--- src/rtl/ghash_accumulator_unit_macros.svh ---
// assertion macros for the ghash accumulator
`ifndef GHASH_ACCUMULATOR_UNIT_MACROS_SVH
`define GHASH_ACCUMULATOR_UNIT_MACROS_SVH

// same-cycle implication, checked out of reset
`define GHACC_ASSERT_IMPL(label, clk, rst_n, ante, cons) \
    label: assert property (@(posedge clk) disable iff (!rst_n) (ante) |-> (cons)) \
        else $error("ghash accumulator check failed");

// next-cycle implication, checked out of reset
`define GHACC_ASSERT_NEXT(label, clk, rst_n, ante, cons) \
    label: assert property (@(posedge clk) disable iff (!rst_n) (ante) |=> (cons)) \
        else $error("ghash accumulator check failed");

`endif

--- src/rtl/ghacc_pkg.sv ---
// shared constants and types for the ghash accumulator
package ghacc_pkg;

    localparam int DIGIT_BITS = 8;
    localparam int GF_BITS    = 128;
    localparam int HALF_BITS  = 64;
    localparam int NUM_DIGITS = (GF_BITS + DIGIT_BITS - 1) / DIGIT_BITS;
    localparam int CNT_W      = (NUM_DIGITS > 1) ? $clog2(NUM_DIGITS) : 1;

    // gcm reduction constant, bit-reflected form
    localparam logic [GF_BITS-1:0] RED_POLY = {8'hE1, {(GF_BITS-8){1'b0}}};

    localparam int CFG_IDX_W = 1;
    localparam logic [CFG_IDX_W-1:0] CFG_KEY_HI = 1'b0;
    localparam logic [CFG_IDX_W-1:0] CFG_KEY_LO = 1'b1;

    typedef struct packed {
        logic start;
    } t_mul_ctrl;

    typedef struct packed {
        logic busy;
        logic done;
    } t_mul_stat;

endpackage

--- src/rtl/ghacc_mul_core.sv ---
// digit-serial gf(2^128) multiplier, one digit of the multiplier per cycle
module ghacc_mul_core
    import ghacc_pkg::*;
(
    input  logic               i_clk,
    input  logic               i_rst_n,
    input  t_mul_ctrl          i_ctrl,
    input  logic [GF_BITS-1:0] i_x,
    input  logic [GF_BITS-1:0] i_h,
    output t_mul_stat          o_stat,
    output logic [GF_BITS-1:0] o_prod
);

    logic [GF_BITS-1:0] r_x, n_x;
    logic [GF_BITS-1:0] r_z, n_z;
    logic [GF_BITS-1:0] r_v, n_v;
    logic [CNT_W-1:0]   r_cnt, n_cnt;
    logic               r_busy, n_busy;
    logic               r_done, n_done;
    logic [GF_BITS-1:0] step_z, step_v;
    logic               last;

    // one digit: conditional add then multiply v by x with reduction
    always_comb begin
        logic lsb;
        step_z = r_z;
        step_v = r_v;
        for (int k = 0; k < DIGIT_BITS; k++) begin
            if (r_x[GF_BITS-1-k]) begin
                step_z = step_z ^ step_v;
            end
            lsb    = step_v[0];
            step_v = step_v >> 1;
            if (lsb) begin
                step_v = step_v ^ RED_POLY;
            end
        end
    end

    assign last = (r_cnt == CNT_W'(NUM_DIGITS - 1));

    always_comb begin
        n_x    = r_x;
        n_z    = r_z;
        n_v    = r_v;
        n_cnt  = r_cnt;
        n_busy = r_busy;
        n_done = 1'b0;
        if (i_ctrl.start) begin
            n_x    = i_x;
            n_z    = '0;
            n_v    = i_h;
            n_cnt  = '0;
            n_busy = 1'b1;
        end else if (r_busy) begin
            n_x   = r_x << DIGIT_BITS;
            n_z   = step_z;
            n_v   = step_v;
            n_cnt = r_cnt + CNT_W'(1);
            if (last) begin
                n_busy = 1'b0;
                n_done = 1'b1;
            end
        end
    end

    always_ff @(posedge i_clk) begin
        if (!i_rst_n) begin
            r_cnt  <= '0;
            r_busy <= 1'b0;
            r_done <= 1'b0;
        end else begin
            r_cnt  <= n_cnt;
            r_busy <= n_busy;
            r_done <= n_done;
        end
        r_x <= n_x;
        r_z <= n_z;
        r_v <= n_v;
    end

    assign o_stat.busy = r_busy;
    assign o_stat.done = r_done;
    assign o_prod      = r_z;

endmodule

--- src/rtl/ghash_accumulator_unit.sv ---
// ghash accumulator top level: handshake, key registers, accumulator, output word
//
//  channel | direction | tdata (low bit up)          | tuser
//  s       | in        | block_hi, block_lo          | restart
//  m       | out       | digest_hi, digest_lo        | -
//  cfg     | in        | key half, index 0 hi 1 lo   | -
//
// each word is accepted, then worked through digit by digit in the multiplier core,
// then its result is posted
// reset is synchronous and clears the accumulator and the key registers
// a finished result waits in the output register while the next word is taken;
// a second result waits in the accumulator register until the output register is free
module ghash_accumulator_unit
    import ghacc_pkg::*;
(
    input  logic                 i_clk,
    input  logic                 i_rst_n,
    input  logic                 i_s_tvalid,
    output logic                 o_s_tready,
    input  logic [GF_BITS-1:0]   i_s_tdata,   // block_hi, block_lo
    input  logic                 i_s_tuser,   // restart
    output logic                 o_m_tvalid,
    input  logic                 i_m_tready,
    output logic [GF_BITS-1:0]   o_m_tdata,   // digest_hi, digest_lo
    input  logic                 i_cfg_we,
    input  logic [CFG_IDX_W-1:0] i_cfg_idx,
    input  logic [HALF_BITS-1:0] i_cfg_data
);

    `include "ghash_accumulator_unit_macros.svh"

    typedef enum logic [1:0] {
        S_IDLE,
        S_RUN,
        S_HOLD
    } t_state;

    t_state               r_state, n_state;
    logic [GF_BITS-1:0]   r_acc, n_acc;
    logic [HALF_BITS-1:0] r_key_hi, n_key_hi;
    logic [HALF_BITS-1:0] r_key_lo, n_key_lo;
    logic [GF_BITS-1:0]   r_out, n_out;
    logic                 r_out_valid, n_out_valid;

    t_mul_ctrl            mul_ctrl;
    t_mul_stat            mul_stat;
    logic [GF_BITS-1:0]   mul_x;
    logic [GF_BITS-1:0]   mul_prod;
    logic [GF_BITS-1:0]   blk;
    logic                 in_acc;
    logic                 out_free;

    // gcm order: hi word carries coefficient x^0 in its msb
    assign blk      = {i_s_tdata[HALF_BITS-1:0], i_s_tdata[GF_BITS-1:HALF_BITS]};
    assign in_acc   = i_s_tvalid && o_s_tready;
    assign out_free = !r_out_valid || i_m_tready;

    assign mul_ctrl.start = in_acc;
    assign mul_x          = (i_s_tuser ? '0 : r_acc) ^ blk;

    ghacc_mul_core u_mul (
        .i_clk   (i_clk),
        .i_rst_n (i_rst_n),
        .i_ctrl  (mul_ctrl),
        .i_x     (mul_x),
        .i_h     ({r_key_hi, r_key_lo}),
        .o_stat  (mul_stat),
        .o_prod  (mul_prod)
    );

    always_comb begin
        n_state     = r_state;
        n_acc       = r_acc;
        n_key_hi    = r_key_hi;
        n_key_lo    = r_key_lo;
        n_out       = r_out;
        n_out_valid = r_out_valid && !i_m_tready;
        if (i_cfg_we) begin
            case (i_cfg_idx)
                CFG_KEY_HI: n_key_hi = i_cfg_data;
                CFG_KEY_LO: n_key_lo = i_cfg_data;
                default:    ;
            endcase
        end
        case (r_state)
            S_IDLE: begin
                if (in_acc) begin
                    n_state = S_RUN;
                end
            end
            S_RUN: begin
                if (mul_stat.done) begin
                    n_acc = mul_prod;
                    if (out_free) begin
                        n_out       = mul_prod;
                        n_out_valid = 1'b1;
                        n_state     = S_IDLE;
                    end else begin
                        n_state = S_HOLD;
                    end
                end
            end
            S_HOLD: begin
                if (out_free) begin
                    n_out       = r_acc;
                    n_out_valid = 1'b1;
                    n_state     = S_IDLE;
                end
            end
            default: n_state = S_IDLE;
        endcase
    end

    always_ff @(posedge i_clk) begin
        if (!i_rst_n) begin
            r_state     <= S_IDLE;
            r_acc       <= '0;
            r_key_hi    <= '0;
            r_key_lo    <= '0;
            r_out_valid <= 1'b0;
        end else begin
            r_state     <= n_state;
            r_acc       <= n_acc;
            r_key_hi    <= n_key_hi;
            r_key_lo    <= n_key_lo;
            r_out_valid <= n_out_valid;
        end
        r_out <= n_out;
    end

    assign o_s_tready = (r_state == S_IDLE);
    assign o_m_tvalid = r_out_valid;
    assign o_m_tdata  = {r_out[HALF_BITS-1:0], r_out[GF_BITS-1:HALF_BITS]};

    `GHACC_ASSERT_NEXT(a_accept_starts_core, i_clk, i_rst_n, in_acc,
        mul_stat.busy && (r_state == S_RUN))
    `GHACC_ASSERT_IMPL(a_done_only_in_run, i_clk, i_rst_n, mul_stat.done,
        r_state == S_RUN)
    `GHACC_ASSERT_IMPL(a_hold_means_output_full, i_clk, i_rst_n, r_state == S_HOLD,
        r_out_valid && !mul_stat.busy)
    `GHACC_ASSERT_IMPL(a_idle_core_quiet, i_clk, i_rst_n, r_state == S_IDLE,
        !mul_stat.busy && !mul_stat.done)

endmodule

--- config.mk ---
export PLATFORM = sky130hd
export DESIGN_NAME = ghash_accumulator_unit
export DESIGN_NICKNAME = d
export VERILOG_FILES = /design/src/rtl/ghacc_pkg.sv /design/src/rtl/ghacc_mul_core.sv /design/src/rtl/ghash_accumulator_unit.sv
export VERILOG_INCLUDE_DIRS = /design/src /design/src/rtl
export SDC_FILE = /design/constraint.sdc
export NUM_CORES = 2
export LEC_CHECK = 0
export BUFFER_PORTS_ARGS = -buffer_cell sky130_fd_sc_hd__buf_2
export CORE_UTILIZATION = 45
export CTS_CLUSTER_DIAMETER = 50
export CTS_CLUSTER_SIZE = 8
export DETAILED_ROUTE_END_ITERATION = 6
export MAX_ROUTING_LAYER = met4
export PLACE_DENSITY = 0.7
export SYNTH_ARGS = -nofsm -noshare
export SYNTH_HDL_FRONTEND = slang
export SYNTH_SLANG_ARGS = --single-unit
--- constraint.sdc ---
create_clock -name i_clk -period 9.55 [get_ports i_clk]
set_clock_uncertainty 0.15 [all_clocks]
set_input_delay 0.4775 -clock i_clk [delete_from_list [all_inputs] [get_ports i_clk]]
set_output_delay 0.4775 -clock i_clk [all_outputs]
set_load 0.01 [all_outputs]
==> metrics.csv <==
stage,metric,value,unit
worst_setup_path,rr_endpoint,u_mul.r_v[61],
worst_setup_path,arrival,4150,ps
worst_setup_path,critPathLaunchType,register,
detailed_routing,wire_per_inst,19.43,um
clock_tree,cts_setup_buffers,0,
placement,dp.cells,6628,
placement,port-buffer-count,328,
worst_setup_path,worstPathCellList,inv_1 > ha_1 > nand2_4 > nand2b_4 > buf_12 > buf_4,
layout,syn2layout_area_growth,13.79,%
worst_setup_path,crit_buf_inv,3,
detailed_routing,drc,0,
worst_setup_path,r2r_cells,6,
detailed_routing,drtIter0Drc,4607,
grt,first_global_vias,34220,
timing,tns,0,ps
pwr,p_per_area,248.0,nW/um2
clock_tree,cts-htree-levels,3,
clock_tree,cts_tree,built,
logic_synthesis,synth_top_cell_by_area,edfxtp_1,
floorplanning,die_h,318.0,um
worst_setup_path,cp-startpoint,r_state[0],
logic_synthesis,netlist_area,44950,um2
layout,final_cells,6948,
worst_setup_path,reg2reg_slack,5580,ps
worst_setup_path,crit_required,9720,ps
worst_setup_path,critPathCaptureType,register,
clock_tree,clockBufferDepth,3,
detailed_routing,dr.pass1.iters,5,
floorplanning,core_area,98710,um2
floorplanning,start_util,45.53,%
floorplanning,rows,115,
logic_synthesis,syn_inst,5415,
clock_tree,clkTransAtPathRegs,50,ps
pwr,irDropWorstVdd,165.8,uV
grt,grtUsageTotal,26.73,%
logic_synthesis,syn_avg_cell_area,8.300,um2
layout,multi_input_area,23780,um2
timing,hold_violations,0,
flow_run,cap_violations,0,
worst_setup_path,path_depth,6,
pwr,p_leak,0.01901,uW
detailed_routing,wl,135000,um
min_path,holdPathStages,3,
layout,ff_latch_area,19400,um2
grt,grt_max_degree,210,
timing,fin_crit_sh,41.62,%
grt,grt_pass1_wl,205700,um
logic_synthesis,synth_area_leaders,"edfxtp_1 (26%), nand2_1 (18%), dfxtp_1 (18%)",
clock_tree,numCtsBuffers,114,
worst_setup_path,timing.rr.start,r_state[0],
logic_synthesis,synth_seq_cells,777,
floorplanning,ios,329,
timing,slew_headroom,24.18,%
worst_setup_path,max_stage_delay,840,ps
layout,fill_cells,9041,
worst_setup_path,cp_slowest_cell,buf_4,
logic_synthesis,synth-seq-area-share,43.16,%
detailed_routing,vias_per_cell,5.263,
min_path,min_from,i_s_tdata[95],
detailed_routing,ant_nets,0,
logic_synthesis,yosysUniqueCellTypes,45,
logic_synthesis,syn-num-nets,5618,
worst_setup_path,crit_fanout,151,
layout,drive_above_1_share,11.67,%
timing,finalSetupViolCount,0,
timing,drv_slew,0,
timing,fmax,0.2516,GHz
timing,rsz0062_at_grt,false,
placement,place_congestion,0.9209,
grt,grt_antenna_before_repair,23,
clock_tree,cts_resized,0,
clock_tree,clockRootBuffer,clkbuf_16,
timing,worst_pin_slew,1137,ps
worst_setup_path,path_delay_family,buffers and inverters,
clock_tree,clk_latency,710,ps
worst_setup_path,crit_end,u_mul.r_v[61],
layout,finalNetCount,5741,
logic_synthesis,yosys.area.top_type_share,25.66,%
timing,fin_crit,3975,ps
detailed_routing,vias,36560,
worst_setup_path,worstSetupPathType,reg -> reg,
grt,grt_overflow_total,0,
floorplanning,die_w,318.0,um
outcome,status,"complete, no violations",
logic_synthesis,synth_warnings,0,
floorplanning,dieArea,101100,um2
clock_tree,cts.sinks,777,
placement,dp_hpwl,87220,um
min_path,worstHoldPathType,in -> reg,
-- timing repair --
item / CTS / global route
hold endpoints to repair: 142 / 0
setup endpoints to repair: 0 / 0
hold buffers: 81 / 0
-- Yosys cell counts, drive strengths merged --
cell,n
a211oi,3
a21oi,284
a31o,1
a31oi,2
and2,4
and3,1
buf,121
clkbuf,322
clkinv,1
dfxtp,393
edfxtp,384
ha,4
inv,12
mux2,128
mux2i,7
nand2,2118
nand2b,4
nand3,7
nand3b,1
nand4,1
nor2,162
nor2b,131
nor3,4
nor3b,3
nor4,3
o211ai,3
o21ai,132
o221ai,7
o22a,1
o22ai,4
or2,3
xnor2,898
xnor3,5
xor2,259
xor3,2
-- placed cells by master, fill, tap and decap left out, drive strengths merged, types with 10 or more instances in the layout --
cell type	netlist	routed
inv	12	15
nand2	2118	2118
edfxtp	384	384
diode	0	25
nor2	162	162
xor2	259	259
buf	121	369
mux2	128	128
a21oi	284	284
o21ai	132	132
clkinv	1	10
dfxtp	393	393
nor2b	131	131
dlygate4sd3	0	81
clkbuf	322	198
xnor2	898	898
-- metal layers --
| layer | vias to the layer above | GRT usage [%] | part of all wire (%) |
|---|---|---|---|
| met5 | - | - | 0 |
| met4 | 0 | 7.762 | 2.5 |
| met3 | 227 | 5.808 | 9.9 |
| met2 | 1671 | 40.11 | 45 |
| met1 | 17400 | 36.08 | 43 |
| li1 | 17270 | - | - |
-- flip-flops by register name, indices dropped and copies added, names as in the netlist --
register	count
r_state	2
u_mul.r_x	128
u_mul.r_busy	1
u_mul.r_v	128
r_out	128
r_acc	128
r_key_lo	64
u_mul.r_done	1
o_m_tvalid	1
u_mul.o_prod	128
r_key_hi	64
u_mul.r_cnt	4
-- layout make-up --
cell class,instances,area share (%)
timing repair buffer,450,5.451
sequential,777,37.94
inverter,13,0.1101
clock buffer,198,6.356
tap,1287,3.149
multi-input combinational,4182,46.50
antenna,25,0.1223
clock inverter,16,0.3792
-- worst min path at each step --
| stage | endpoint |
|---|---|
| finish | u_mul.r_x[31] |
| detailed placement | r_key_hi[26] |
| CTS | u_mul.r_x[31] |
| floorplan | r_acc[125] |
| global placement | r_key_lo[57] |
| global route | u_mul.r_x[17] |
-- report_power, final --
| group | switching (uW) | internal, uW |
|---|---|---|
| sequential | 728 | 4140 |
| clock | 1550 | 2300 |
| combinational | 2080 | 1900 |
-- tightest hold or removal path, stage by stage --
cell and delay, ps:
buf_2 90, xnor2_1 60, o21ai_0 130
-- metrics by stage --
stage          total power (uW)  instance area, um2  utilization [%]  setup slack, ps  hold WS, ps
6_report                  12680               51140            51.81             5575        36.81
5_1_grt                   13290               51140            51.81             5260        34.70
4_1_cts                   12700               51080            51.75             5470        1.520
3_5_place_dp               8828               46820            47.44             5500        296.5
3_3_place_gp               8755               46820            47.44             5550        293.6
2_1_floorplan              7884               44950                -             1623        281.9
-- cells by family (layout without fill, tap and decap cells) --
| group | count (synthesis) | count (layout) | share of synthesized area [%] |
|---|---|---|---|
| xor+xnor | 1164 | 1164 | 23.01 |
| simple gates | 2442 | 2442 | 21.29 |
| buf+inv | 456 | 677 | 4.064 |
| compound gates | 437 | 437 | 5.000 |
| other cells | 0 | 25 | 0 |
| flops | 777 | 777 | 43.16 |
| mux | 135 | 135 | 3.371 |
| fa+ha+maj | 4 | 4 | 0.1114 |
Note: power is estimated with default switching activity, not from simulation.
